===== config.mk =====
export PLATFORM = sky130hd
export DESIGN_NAME = mls_loopback_stimulus_capture_top
export DESIGN_NICKNAME = d
export VERILOG_FILES = /design/src/rtl/core/mlsp_pkg.sv /design/src/rtl/core/mlsp_regs.sv /design/src/rtl/core/mlsp_front.sv /design/src/rtl/core/mlsp_queue.sv /design/src/rtl/core/mlsp_back.sv /design/src/rtl/core/mls_loopback_stimulus_capture_top.sv
export SDC_FILE = /design/constraint.sdc
export NUM_CORES = 1
export LEC_CHECK = 0
export BUFFER_PORTS_ARGS = -buffer_cell sky130_fd_sc_hd__buf_2
export CAP_MARGIN = 20
export CORE_MARGIN = 8
export CORE_UTILIZATION = 45
export CTS_CLUSTER_SIZE = 10
export DETAILED_ROUTE_END_ITERATION = 8
export HOLD_SLACK_MARGIN = 0.1
export PLACE_DENSITY = 0.65
export SLEW_MARGIN = 15
export SYNTH_ARGS = -nofsm -noshare
export SYNTH_HDL_FRONTEND = slang
export SYNTH_SLANG_ARGS = --single-unit

===== constraint.sdc =====
create_clock -name clk -period 7.1 [get_ports clk]
set_clock_uncertainty 0.2 [all_clocks]
set_input_delay 1.42 -clock clk [delete_from_list [all_inputs] [get_ports clk]]
set_output_delay 1.42 -clock clk [all_outputs]
set_load 0.02 [all_outputs]

===== src/rtl/core/mlsp_pkg.sv =====
// ----------------------------------------------------------------------------
// mlsp_pkg
// Shared types and constants of the loopback stimulus and capture probe.
// ----------------------------------------------------------------------------
package mlsp_pkg;

  localparam int unsigned STIMULUS_LENGTH    = 1023;
  localparam int unsigned TRIAL_COUNT        = 5;
  localparam int unsigned MAX_CAPTURE_FRAMES = 4194304;

  localparam int unsigned POS_W    = 11;
  localparam int unsigned TRIALS_W = 5;
  localparam int unsigned FRAME_W  = 23;
  localparam int unsigned STRIDE_W = 25;
  localparam int unsigned TOTAL_W  = 28;
  localparam int unsigned LFSR_W   = 10;

  localparam logic [LFSR_W-1:0]  LFSR_SEED = 10'h3ff;
  localparam logic [FRAME_W-1:0] FRAME_MAX = 23'h7fffff;

  localparam logic [2:0] MODE_FRAME  = 3'd0;
  localparam logic [2:0] MODE_ARM    = 3'd1;
  localparam logic [2:0] MODE_CANCEL = 3'd2;
  localparam logic [2:0] MODE_CONFIG = 3'd3;
  localparam logic [2:0] MODE_DEVICE = 3'd4;
  localparam logic [2:0] MODE_RESET  = 3'd5;

  localparam logic [2:0] ST_IDLE      = 3'd0;
  localparam logic [2:0] ST_PREPARED  = 3'd1;
  localparam logic [2:0] ST_RUNNING   = 3'd2;
  localparam logic [2:0] ST_CAPTURED  = 3'd3;
  localparam logic [2:0] ST_DEVICE    = 3'd4;
  localparam logic [2:0] ST_CLIPPED   = 3'd5;
  localparam logic [2:0] ST_CANCELLED = 3'd6;
  localparam logic [2:0] ST_CONFIG    = 3'd7;

  localparam logic [1:0] REG_AMPLITUDE = 2'd0;
  localparam logic [1:0] REG_PRE_ROLL  = 2'd1;
  localparam logic [1:0] REG_SEARCH    = 2'd2;
  localparam logic [1:0] REG_CLIP      = 2'd3;

  typedef struct packed {
    logic [22:0] amplitude;
    logic [22:0] pre_roll;
    logic [22:0] search;
    logic [23:0] clip_level;
  } cfg_t;

  typedef struct packed {
    logic [2:0]  mode;
    logic [23:0] raw;
    logic [23:0] mag;
    logic        clip;
  } item_t;

endpackage


===== src/rtl/core/mlsp_regs.sv =====
// ----------------------------------------------------------------------------
// mlsp_regs
// Configuration register file behind the APB-style port.
// ----------------------------------------------------------------------------
module mlsp_regs
  import mlsp_pkg::*;
(
  input  logic        clk,
  input  logic        rst_n,
  input  logic        psel,
  input  logic        penable,
  input  logic        pwrite,
  input  logic [3:0]  paddr,
  input  logic [31:0] pwdata,
  output logic [31:0] prdata,
  output logic        pready,
  output cfg_t        cfg
);

  cfg_t cfg_r;
  logic wr_en;

  assign wr_en  = psel && penable && pwrite;
  assign pready = 1'b1;
  assign cfg    = cfg_r;

  always_ff @(posedge clk) begin
    if (!rst_n) begin
      cfg_r.amplitude  <= 23'd4194304;
      cfg_r.pre_roll   <= 23'd2046;
      cfg_r.search     <= 23'd48000;
      cfg_r.clip_level <= 24'd8380220;
    end else if (wr_en) begin
      case (paddr[3:2])
        REG_AMPLITUDE: cfg_r.amplitude  <= pwdata[22:0];
        REG_PRE_ROLL:  cfg_r.pre_roll   <= pwdata[22:0];
        REG_SEARCH:    cfg_r.search     <= pwdata[22:0];
        REG_CLIP:      cfg_r.clip_level <= pwdata[23:0];
        default: ;
      endcase
    end
  end

  always_comb begin
    case (paddr[3:2])
      REG_AMPLITUDE: prdata = {9'd0, cfg_r.amplitude};
      REG_PRE_ROLL:  prdata = {9'd0, cfg_r.pre_roll};
      REG_SEARCH:    prdata = {9'd0, cfg_r.search};
      REG_CLIP:      prdata = {8'd0, cfg_r.clip_level};
      default:       prdata = 32'd0;
    endcase
  end

endmodule


===== src/rtl/core/mlsp_front.sv =====
// ----------------------------------------------------------------------------
// mlsp_front
// Input side: takes each transfer and classifies it, magnitude and clip flag.
// ----------------------------------------------------------------------------
module mlsp_front
  import mlsp_pkg::*;
(
  input  logic        in_valid,
  input  logic [2:0]  in_mode,
  input  logic [23:0] in_sample,
  input  logic        q_full,
  input  cfg_t        cfg,
  output logic        in_stall,
  output logic        push,
  output item_t       item
);

  logic [23:0] mag;

  assign in_stall = q_full;
  assign push     = in_valid && !q_full;

  // two's complement of the most negative code maps onto itself
  assign mag = in_sample[23] ? (~in_sample + 24'd1) : in_sample;

  always_comb begin
    item.mode = in_mode;
    item.raw  = in_sample;
    item.mag  = mag;
    item.clip = (mag >= cfg.clip_level);
  end

endmodule


===== src/rtl/core/mlsp_queue.sv =====
// ----------------------------------------------------------------------------
// mlsp_queue
// Two-entry queue between the classifying front and the executing back.
// ----------------------------------------------------------------------------
module mlsp_queue
  import mlsp_pkg::*;
(
  input  logic  clk,
  input  logic  rst_n,
  input  logic  push,
  input  item_t push_item,
  input  logic  pop,
  output logic  full,
  output logic  not_empty,
  output item_t head
);

  item_t      mem_r [2];
  logic       wr_ptr_r, rd_ptr_r;
  logic [1:0] count_r;

  assign full      = (count_r == 2'd2);
  assign not_empty = (count_r != 2'd0);
  assign head      = mem_r[rd_ptr_r];

  always_ff @(posedge clk) begin
    if (push) begin
      mem_r[wr_ptr_r] <= push_item;
    end
  end

  always_ff @(posedge clk) begin
    if (!rst_n) begin
      wr_ptr_r <= 1'b0;
      rd_ptr_r <= 1'b0;
      count_r  <= 2'd0;
    end else begin
      if (push) begin
        wr_ptr_r <= ~wr_ptr_r;
      end
      if (pop) begin
        rd_ptr_r <= ~rd_ptr_r;
      end
      case ({push, pop})
        2'b10:   count_r <= count_r + 2'd1;
        2'b01:   count_r <= count_r - 2'd1;
        default: count_r <= count_r;
      endcase
    end
  end

endmodule


===== src/rtl/core/mlsp_back.sv =====
// ----------------------------------------------------------------------------
// mlsp_back
// Probe state machine, stimulus generator and registered result stage.
// ----------------------------------------------------------------------------
module mlsp_back
  import mlsp_pkg::*;
(
  input  logic        clk,
  input  logic        rst_n,
  input  cfg_t        cfg,
  input  logic        q_not_empty,
  input  item_t       q_head,
  output logic        pop,
  input  logic        out_stall,
  output logic        out_valid,
  output logic [23:0] out_sample,
  output logic        out_capture_write,
  output logic [21:0] out_capture_address,
  output logic [23:0] out_capture_sample,
  output logic        out_arm_accepted,
  output logic [2:0]  out_probe_status,
  output logic [23:0] out_clip_peak
);

  logic [2:0]          status_r, status_nxt;
  logic [FRAME_W-1:0]  fi_r, fi_nxt;
  logic [FRAME_W-1:0]  total_r, total_nxt;
  logic [FRAME_W-1:0]  nts_r, nts_nxt;
  logic [TRIALS_W-1:0] tl_r, tl_nxt;
  logic [POS_W-1:0]    pos_r, pos_nxt;
  logic                em_r, em_nxt;
  logic [LFSR_W-1:0]   lfsr_r, lfsr_nxt;
  logic [23:0]         peak_r, peak_nxt;

  logic                out_valid_r;
  logic [23:0]         out_s_r, out_s_nxt;
  logic                cw_r, cw_nxt;
  logic [21:0]         caddr_r, caddr_nxt;
  logic [23:0]         csamp_r, csamp_nxt;
  logic                acc_r, acc_nxt;

  logic [STRIDE_W-1:0] stride;
  logic [STRIDE_W-1:0] nx;
  logic [TOTAL_W-1:0]  total;
  logic                active;
  logic                fb;
  logic [FRAME_W-1:0]  fi_inc;

  assign pop = q_not_empty && (!out_valid_r || !out_stall);

  assign stride = STRIDE_W'(cfg.search) + STRIDE_W'(STIMULUS_LENGTH)
                + STRIDE_W'(cfg.pre_roll);
  assign nx     = STRIDE_W'(fi_r) + stride;
  assign total  = TOTAL_W'(TRIAL_COUNT) * TOTAL_W'(stride) + TOTAL_W'(cfg.pre_roll);
  assign active = (status_r == ST_PREPARED) || (status_r == ST_RUNNING);
  assign fi_inc = fi_r + FRAME_W'(1);

  always_comb begin
    status_nxt = status_r;
    fi_nxt     = fi_r;
    total_nxt  = total_r;
    nts_nxt    = nts_r;
    tl_nxt     = tl_r;
    pos_nxt    = pos_r;
    em_nxt     = em_r;
    lfsr_nxt   = lfsr_r;
    peak_nxt   = peak_r;
    out_s_nxt  = 24'd0;
    cw_nxt     = 1'b0;
    caddr_nxt  = 22'd0;
    csamp_nxt  = 24'd0;
    acc_nxt    = 1'b0;
    fb         = 1'b0;
    case (q_head.mode)
      MODE_FRAME: begin
        if (status_nxt == ST_PREPARED) begin
          status_nxt = ST_RUNNING;
        end
        if (status_nxt == ST_RUNNING) begin
          if (fi_r >= total_r) begin
            status_nxt = ST_CAPTURED;
          end else begin
            cw_nxt    = 1'b1;
            caddr_nxt = fi_r[21:0];
            csamp_nxt = q_head.raw;
            if (q_head.clip) begin
              peak_nxt   = q_head.mag;
              status_nxt = ST_CLIPPED;
            end else begin
              if (!em_r && (tl_r != '0) && (fi_r == nts_r)) begin
                em_nxt   = 1'b1;
                pos_nxt  = '0;
                lfsr_nxt = LFSR_SEED;
                nts_nxt  = (nx > STRIDE_W'(FRAME_MAX)) ? FRAME_MAX : nx[FRAME_W-1:0];
              end
              if (em_nxt) begin
                fb        = lfsr_nxt[0] ^ lfsr_nxt[3];
                out_s_nxt = lfsr_nxt[0] ? {1'b0, cfg.amplitude}
                                        : (~{1'b0, cfg.amplitude} + 24'd1);
                lfsr_nxt  = {fb, lfsr_nxt[LFSR_W-1:1]};
                pos_nxt   = pos_nxt + POS_W'(1);
                if (pos_nxt >= POS_W'(STIMULUS_LENGTH)) begin
                  em_nxt  = 1'b0;
                  pos_nxt = '0;
                  tl_nxt  = tl_r - TRIALS_W'(1);
                end
              end
              fi_nxt = fi_inc;
              if (fi_inc >= total_r) begin
                status_nxt = ST_CAPTURED;
              end
            end
          end
        end
      end
      MODE_ARM: begin
        if (!active && (total != '0) && (total <= TOTAL_W'(MAX_CAPTURE_FRAMES))) begin
          acc_nxt    = 1'b1;
          status_nxt = ST_PREPARED;
          fi_nxt     = '0;
          total_nxt  = total[FRAME_W-1:0];
          nts_nxt    = cfg.pre_roll;
          tl_nxt     = TRIALS_W'(TRIAL_COUNT);
          pos_nxt    = '0;
          em_nxt     = 1'b0;
          lfsr_nxt   = LFSR_SEED;
          peak_nxt   = '0;
        end
      end
      MODE_CANCEL: begin
        if (active) begin
          status_nxt = ST_CANCELLED;
        end
      end
      MODE_CONFIG: begin
        if (active) begin
          status_nxt = ST_CONFIG;
        end
      end
      MODE_DEVICE: begin
        if (active) begin
          status_nxt = ST_DEVICE;
        end
      end
      MODE_RESET: begin
        if (!active) begin
          status_nxt = ST_IDLE;
          fi_nxt     = '0;
          peak_nxt   = '0;
        end
      end
      default: ;
    endcase
  end

  always_ff @(posedge clk) begin
    if (!rst_n) begin
      status_r    <= ST_IDLE;
      fi_r        <= '0;
      total_r     <= '0;
      nts_r       <= '0;
      tl_r        <= '0;
      pos_r       <= '0;
      em_r        <= 1'b0;
      lfsr_r      <= LFSR_SEED;
      peak_r      <= '0;
      out_valid_r <= 1'b0;
    end else begin
      if (pop) begin
        status_r <= status_nxt;
        fi_r     <= fi_nxt;
        total_r  <= total_nxt;
        nts_r    <= nts_nxt;
        tl_r     <= tl_nxt;
        pos_r    <= pos_nxt;
        em_r     <= em_nxt;
        lfsr_r   <= lfsr_nxt;
        peak_r   <= peak_nxt;
      end
      if (pop) begin
        out_valid_r <= 1'b1;
      end else if (!out_stall) begin
        out_valid_r <= 1'b0;
      end
    end
  end

  always_ff @(posedge clk) begin
    if (pop) begin
      out_s_r <= out_s_nxt;
      cw_r    <= cw_nxt;
      caddr_r <= caddr_nxt;
      csamp_r <= csamp_nxt;
      acc_r   <= acc_nxt;
    end
  end

  assign out_valid           = out_valid_r;
  assign out_sample          = out_s_r;
  assign out_capture_write   = cw_r;
  assign out_capture_address = caddr_r;
  assign out_capture_sample  = csamp_r;
  assign out_arm_accepted    = acc_r;
  assign out_probe_status    = status_r;
  assign out_clip_peak       = peak_r;

endmodule


===== src/rtl/core/mls_loopback_stimulus_capture_top.sv =====
// ----------------------------------------------------------------------------
// mls_loopback_stimulus_capture_top
// Loopback latency probe: arms a capture, drives an MLS stimulus per frame
// and hands out capture addresses and samples for external memory.
// ----------------------------------------------------------------------------
// One item is taken per clock cycle while the output is not stalled; the
// result of an input transfer is held in the queue and then presented from
// the registered result stage. The rate is set by the probe state update in
// the back stage, which finishes a whole frame, arm or event for each item
// it takes; a two-entry queue between the input classifier and that stage
// lets either side stall on its own, and the input stalls only when the
// queue is full. Registers are written through the APB-style port at byte
// addresses 0, 4, 8 and 12 (amplitude, pre-roll, search window, clip level);
// they are read live, and since the clip level is applied as a transfer is
// taken, they should be written only while no transfer is in flight.
module mls_loopback_stimulus_capture_top
  import mlsp_pkg::*;
(
  input  logic        clk,
  input  logic        rst_n,
  input  logic        in_valid,
  output logic        in_stall,
  input  logic [2:0]  in_mode,
  input  logic [23:0] in_sample,
  output logic        out_valid,
  input  logic        out_stall,
  output logic [23:0] out_sample,
  output logic        out_capture_write,
  output logic [21:0] out_capture_address,
  output logic [23:0] out_capture_sample,
  output logic        out_arm_accepted,
  output logic [2:0]  out_probe_status,
  output logic [23:0] out_clip_peak,
  input  logic        psel,
  input  logic        penable,
  input  logic        pwrite,
  input  logic [3:0]  paddr,
  input  logic [31:0] pwdata,
  output logic [31:0] prdata,
  output logic        pready
);

  cfg_t  cfg;
  item_t push_item;
  item_t head;
  logic  push, pop, q_full, q_not_empty;

  mlsp_regs u_regs (
    .clk     (clk),
    .rst_n   (rst_n),
    .psel    (psel),
    .penable (penable),
    .pwrite  (pwrite),
    .paddr   (paddr),
    .pwdata  (pwdata),
    .prdata  (prdata),
    .pready  (pready),
    .cfg     (cfg)
  );

  mlsp_front u_front (
    .in_valid  (in_valid),
    .in_mode   (in_mode),
    .in_sample (in_sample),
    .q_full    (q_full),
    .cfg       (cfg),
    .in_stall  (in_stall),
    .push      (push),
    .item      (push_item)
  );

  mlsp_queue u_queue (
    .clk       (clk),
    .rst_n     (rst_n),
    .push      (push),
    .push_item (push_item),
    .pop       (pop),
    .full      (q_full),
    .not_empty (q_not_empty),
    .head      (head)
  );

  mlsp_back u_back (
    .clk                 (clk),
    .rst_n               (rst_n),
    .cfg                 (cfg),
    .q_not_empty         (q_not_empty),
    .q_head              (head),
    .pop                 (pop),
    .out_stall           (out_stall),
    .out_valid           (out_valid),
    .out_sample          (out_sample),
    .out_capture_write   (out_capture_write),
    .out_capture_address (out_capture_address),
    .out_capture_sample  (out_capture_sample),
    .out_arm_accepted    (out_arm_accepted),
    .out_probe_status    (out_probe_status),
    .out_clip_peak       (out_clip_peak)
  );

endmodule

After elaboration in Yosys (flattened, before gate mapping)
Memory sizes are Yosys's and may differ from the RTL's. A register that Yosys moved wholly into a read port is not among the register bits.
Index checks and enable logic that the tools add are counted.
W data, S select, Z words.

operators by class
  add/sub/neg operators = 11
  multipliers = 1
  order comparisons = 6
  equality and inequality tests = 28
  multiplexer cells = 85
  bitwise logic cells = 8
  reductions and logical operators = 39

operators by type and width
  operator                  number
  $mux W23                  12
  $mux W24                  6
  $pmux W32 S4              1
  $mux W11                  11
  $mux W10                  10
  $pmux W24 S3              1
  $pmux W23 S3              1
  $add A24 B1 Y24 const B   2
  $ge A23 B23 Y1            2
  $pmux W23 S2              1
  $mux W3                   11
  $mux W5                   6
  $add A28 B23 Y28          1
  $le A28 B23 Y1 const B    1
  $mul A3 B25 Y28 const A   1
  $reduce_and A7 Y1         4
  $reduce_bool A28 Y1       1
  $add A23 B25 Y25          1
  $add A25 B23 Y25          1
  $gt A25 B23 Y1 const B    1
  $add A23 B10 Y24 const B  1
  $ge A24 B24 Y1            1
  $not A23 Y24              1
  $not A24 Y24              1
  other kinds (39)          99

storage, ports and cells
  register bits = 293
  bits in writable memories = 104
  output and inout port bits = 134
  word-level logic and storage cells = 202
  memories = 1

memories
  name           depth  bits a word  read ports  clocked after memory_dff  write ports  RTL line          RTL
  u_queue.mem_r  2      52           1           1                         1            mlsp_queue.sv:18  item_t mem_r [2];

Logic depth before layout (Yosys ltp)
  depth in word-level cells = 16
  depth in mapped cells = 34

Hierarchy
A second synthesis with hierarchy kept.

unflattened totals
  cell total of the unflattened synthesis = 2,554
  area total of the unflattened synthesis = 25,160.4 um^2

by module, submodules not included
  module      instances  cells an instance  area an instance (um^2)  sequential area each (um^2)
  mlsp_back   1          1,780              15,660.0                 4,644.5
  mlsp_regs   1          409                4,212.8                  1,861.8
  mlsp_queue  1          184                3,957.5                  3,223.1
  mlsp_front  1          181                1,330.0                  0.0

Worst setup path after synthesis
Ideal clock, no wire load.

  kind = input port to flip-flop
  start point = input port out_stall
  end point = register u_back.fi_r[10]
  library setup time = 0.060 ns
  data arrival time = 7.064 ns
  required time = 6.840 ns
  slack = -0.223 ns
  stages = 8
  buffers on the path = 1
  path through = a21oi_1 nand3_1 o32a_1 nor2_1 nand2_1 inv_1 clkbuf_1 a22o_1

between the ends
  word-level cells in the longest chain between the ends = 4

ends and longest elaborated chain
  element                             RTL line                                 RTL
  start, declared                     mls_loopback_stimulus_capture_top.sv:26  input logic out_stall,
  $logic_not A1 Y1                    mlsp_back.sv:49                          assign pop = q_not_empty && (!out_valid_r || !out_stall);
  $logic_or A1 B1 Y1                  mlsp_back.sv:49
  $logic_and A1 B1 Y1                 mlsp_back.sv:49
  $reduce_and A7 Y1 (no source line)  -
  end signal, assigned                mlsp_back.sv:171                         fi_r <= fi_nxt;
  end, declared                       mlsp_back.sv:26                          logic [FRAME_W-1:0] fi_r, fi_nxt;

No other way between the ends.
A chain may end at the register's enable or synchronous reset.

Final worst setup path
  start point = register u_regs.cfg_r (netlist bit u_regs.cfg[26])
  end point = register u_back.nts_r[13]

between the ends
  word-level cells in the longest chain between the ends = 10
  elaborated cells between the ends (all ways) = 18

ends and longest elaborated chain
  element                                                                  RTL line          RTL
  start, declared                                                          mlsp_regs.sv:20   cfg_t cfg_r;
  $add A23 B10 Y24 *                                                       mlsp_back.sv:51   assign stride = STRIDE_W'(cfg.search) + STRIDE_W'(STIMULUS_LENGTH)
  $add A25 B23 Y25 *                                                       mlsp_back.sv:52   + STRIDE_W'(cfg.pre_roll);
  parallel branches: the longest is 8 deep, another holds $mul A3 B25 Y28  -
  end signal, assigned                                                     mlsp_back.sv:173  nts_r <= nts_nxt;
  end, declared                                                            mlsp_back.sv:28   logic [FRAME_W-1:0] nts_r, nts_nxt;

Mark *: on every way between the ends. The select of a mux whose other input is x is not followed.

==> impl_results.md <==
* Outcome: finished, violations left
* Failing checks: setup timing
* WP data arrival at 7.52 ns
* Gpl congestion at 0.946
* Vias in the first global route at between 20,000 and 25,000
* Worst slew pin tran at 1.13 ns
* Yosys reg bits at approximately 400
* VDD IR max at roughly 0.00028 V
* Seq pwr share at between 30 and 40%
* Yosys warns at 0
* Most frequent CP cell: buf_6
* H-tree levels at 2
* Reg clk slew, reported paths at approximately 0.060 ns
* Largest net degree at the start of global routing at ~90
* Placed cell count at roughly 3,500
* Top-level I/O count at 204
* HPWL after DPL at 52.9 mm
* PD cells at between 200 and 300 mW/mm²
* Die area at 0.0608 mm²
* Worst hold stages at 2
* Ratio of cells with drive above 1 in the final layout at a little over a fifth
* Vias at 20,300
* Final setup viols at 86
* Core region area at 0.0526 mm²
* Initial antenna violation count at 2
* Clock latency on the worst-skew pair at slightly below 0.6 ns
* Most frequent cells in the layout: nand2_1, dfxtp_1, nor2_1
* Fillers at 4,723
* PnR worst setup slack at -0.0948 ns
* Main flop type after synthesis: dfxtp_1
* Ant diodes at 0
* Comb power frac at 36.6%
* Antenna-violating nets left at 0
* Router iterations before antenna repair at 7
* Cell Int Power at slightly above 5 mW
* Leak at 12.2 nW
* CTS Buf Count at between 40 and 50
* Rel. slew slack at about 24%
* RSZ-0062 raised after global routing: yes
* Max cap viols at 0
* Number of flops mapped to enable cells by yosys at 174
* Critical setup path kind: flip-flop to flip-flop
* R2R depth at 32
* CP max stage delay at about 0.56 ns
* CTS tree: built
* Overall Global Routing Usage at 22.5%
* CP Capture Type: flip-flop
* Switching share of power at a little over a third
* Crit path time final at 7.19 ns
* Vias per cell at 5.66
* Worst hold path type: flip-flop to flip-flop
* Routed length per instance at between 15 and 20 µm
* Asr flop ratio synth at 0%
* Die W at 247 µm
* Root buf cell: clkbuf_16
* Hold_ws at around 0.25 ns
* Post-synthesis sequential area ratio at between 40% and 50%
* Num rows at 84
* Hold buffers post-CTS at 0
* Crit Path Max Fanout at 6
* Mapped Avg Cell Area at a little over 9 µm²
* First-pass GRT wire length at 110 mm
* Slew Viols, Final at 0
* Clock Path Buffers at 3
* Filler-free cell count of the finished design at around 3,600
* Post-synthesis cell count at ~2,600
* Max Freq at 0.139 GHz
* DRC viols at 0
* Total gr overflow at 0
* IO Port Bufs at 184
* Synth unique cells at 79
* Commonest non-fill, non-tap cell in the layout: nand2_1
* Post-Synthesis Cell Area at around 0.024 mm²
* Final Hold Fails at 0
* Sw power at around 2.9 mW
* TNS Setup at -3.65 ns
* Final Net Count at around 3,100
* Initial DRC count at 1,414
* Layout area overhead at 20.7%
* CP Data Required Time at ~7.4 ns
* CP max-delay cell: or4_4
* Crit share post-route at 101%
* Clock power share at between 20 and 30%
* CP Launch Type: flip-flop
* Final WL at ~71 mm
* Starting density of the core at roughly 46%
* Die H at roughly 250 µm
* TritonCTS Sinks at 396
critical path, delay by kind of cell, from the launching register on:
kind | cells | cell delay, ns
AOI/OAI and AO/OA | 13 | 2.75
and+or+nand+nor | 8 | 1.46
adders and majority gates | 4 | 1.33
buffers and inverters | 5 | 0.83
DFF | 1 | 0.32
xor gates and xnor gates | 2 | 0.22
per-stage QoR:
stage	power, mW	worst slack, ns	area [µm²]	utilization (%)
finish	7.99	-0.0948	28900	54.9
floorplan	4.65	0.0296	24000	-
global route	8.39	-0.400	28900	54.9
global placement	5.61	-0.142	26600	50.6
detailed placement	5.65	-0.332	26600	50.6
CTS	7.92	-0.0607	28300	53.8
Yosys cell counts, types with 16 or more instances:
library cell  count  area, µm²
a21o_1           53        398
nor2b_1          20        125
ha_1            177       2210
nand2b_1         16        100
mux2_2           34        383
a21oi_1         173        866
mux4_2           23        518
nor4_1           16        100
xnor2_1         105        920
nand2_1         305       1140
and3_1           21        131
o21a_1           21        158
a22oi_1          26        195
nand4_1          31        194
inv_1           180        676
o211ai_1         42        315
o31ai_1          22        165
a211oi_1         23        173
xor2_1           64        561
dfxtp_1         222       4440
clkbuf_1         94        353
fa_1             23        460
nor2_1          209        785
nand3_1          87        435
nor3_1           39        195
o21ai_0          73        365
edfxtp_1        174       5230
a32o_1           23        230
and2_1           32        200
mux2i_1          33        330
routing by layer:
metal  wire (µm)  vias up  track usage [%]
li1            -     9801                -
met1       30200     9704             29.0
met2       33400      700             36.7
met3        4920      121             4.45
met4        2630        0             9.39
met5           0        -                0
flip-flops by register name (all words and copies together) (netlist names), 2 cells and up, named ones only:
| name | cells |
|---|---|
| u_back.fi_r | 23 |
| u_back.lfsr_r | 10 |
| u_back.nts_r | 23 |
| u_back.out_capture_address | 22 |
| u_back.out_capture_sample | 24 |
| u_back.out_clip_peak | 24 |
| u_back.out_probe_status | 3 |
| u_back.out_sample | 24 |
| u_back.pos_r | 11 |
| u_back.tl_r | 5 |
| u_back.total_r | 23 |
| u_queue.count_r | 2 |
| u_queue.mem_r | 102 |
| u_regs.cfg | 93 |
path summary, 6_finish.rpt:
check,start,slack [ns],end
hold reg to reg,u_back.total_r[5],0.25,u_back.total_r[5]
setup / recovery,u_regs.cfg[26],-0.09,u_back.nts_r[13]
setup reg to reg,u_regs.cfg[26],-0.09,u_back.nts_r[13]
hold / removal,u_back.total_r[5],0.25,u_back.total_r[5]
power groups by stage:
stage / registers [mW] / logic (mW) / clock network, mW
floorplan: 3.05 / 1.60 / 0
global placement: 2.89 / 2.72 / 0
detailed placement: 2.90 / 2.76 / 0
CTS: 2.85 / 2.80 / 2.26
global route: 2.88 / 3.17 / 2.34
finish: 2.85 / 2.92 / 2.22
timing repair:
item                                    4_1_cts  5_1_grt
setup buffers                                 6       17
endpoints found under the setup margin      119      124
gates cloned                                  2        2
resized for setup                            33       83
pin swaps                                     3       26
logic make-up after synthesis:
family | Yosys count | synth area share [%]
simple gates | 835 | 16.1
compound gates | 572 | 15.9
flops | 396 | 40.4
buf+inv | 303 | 4.94
fa+ha+maj | 201 | 11.2
xor+xnor | 169 | 6.19
mux | 90 | 5.15
other cells | 2 | 0.0314
layout make-up:
type / count / area (µm²) / area share, %
timing repair buffer: 373 / 2530 / 8.75
clock inverter: 5 / 65.1 / 0.225
multi-input combinational: 1876 / 13700 / 47.6
sequential: 396 / 9670 / 33.5
clock buffer: 76 / 1340 / 4.63
inverter: 180 / 678 / 2.35
tap: 688 / 861 / 2.98
Power figures use the tool's default switching activity.
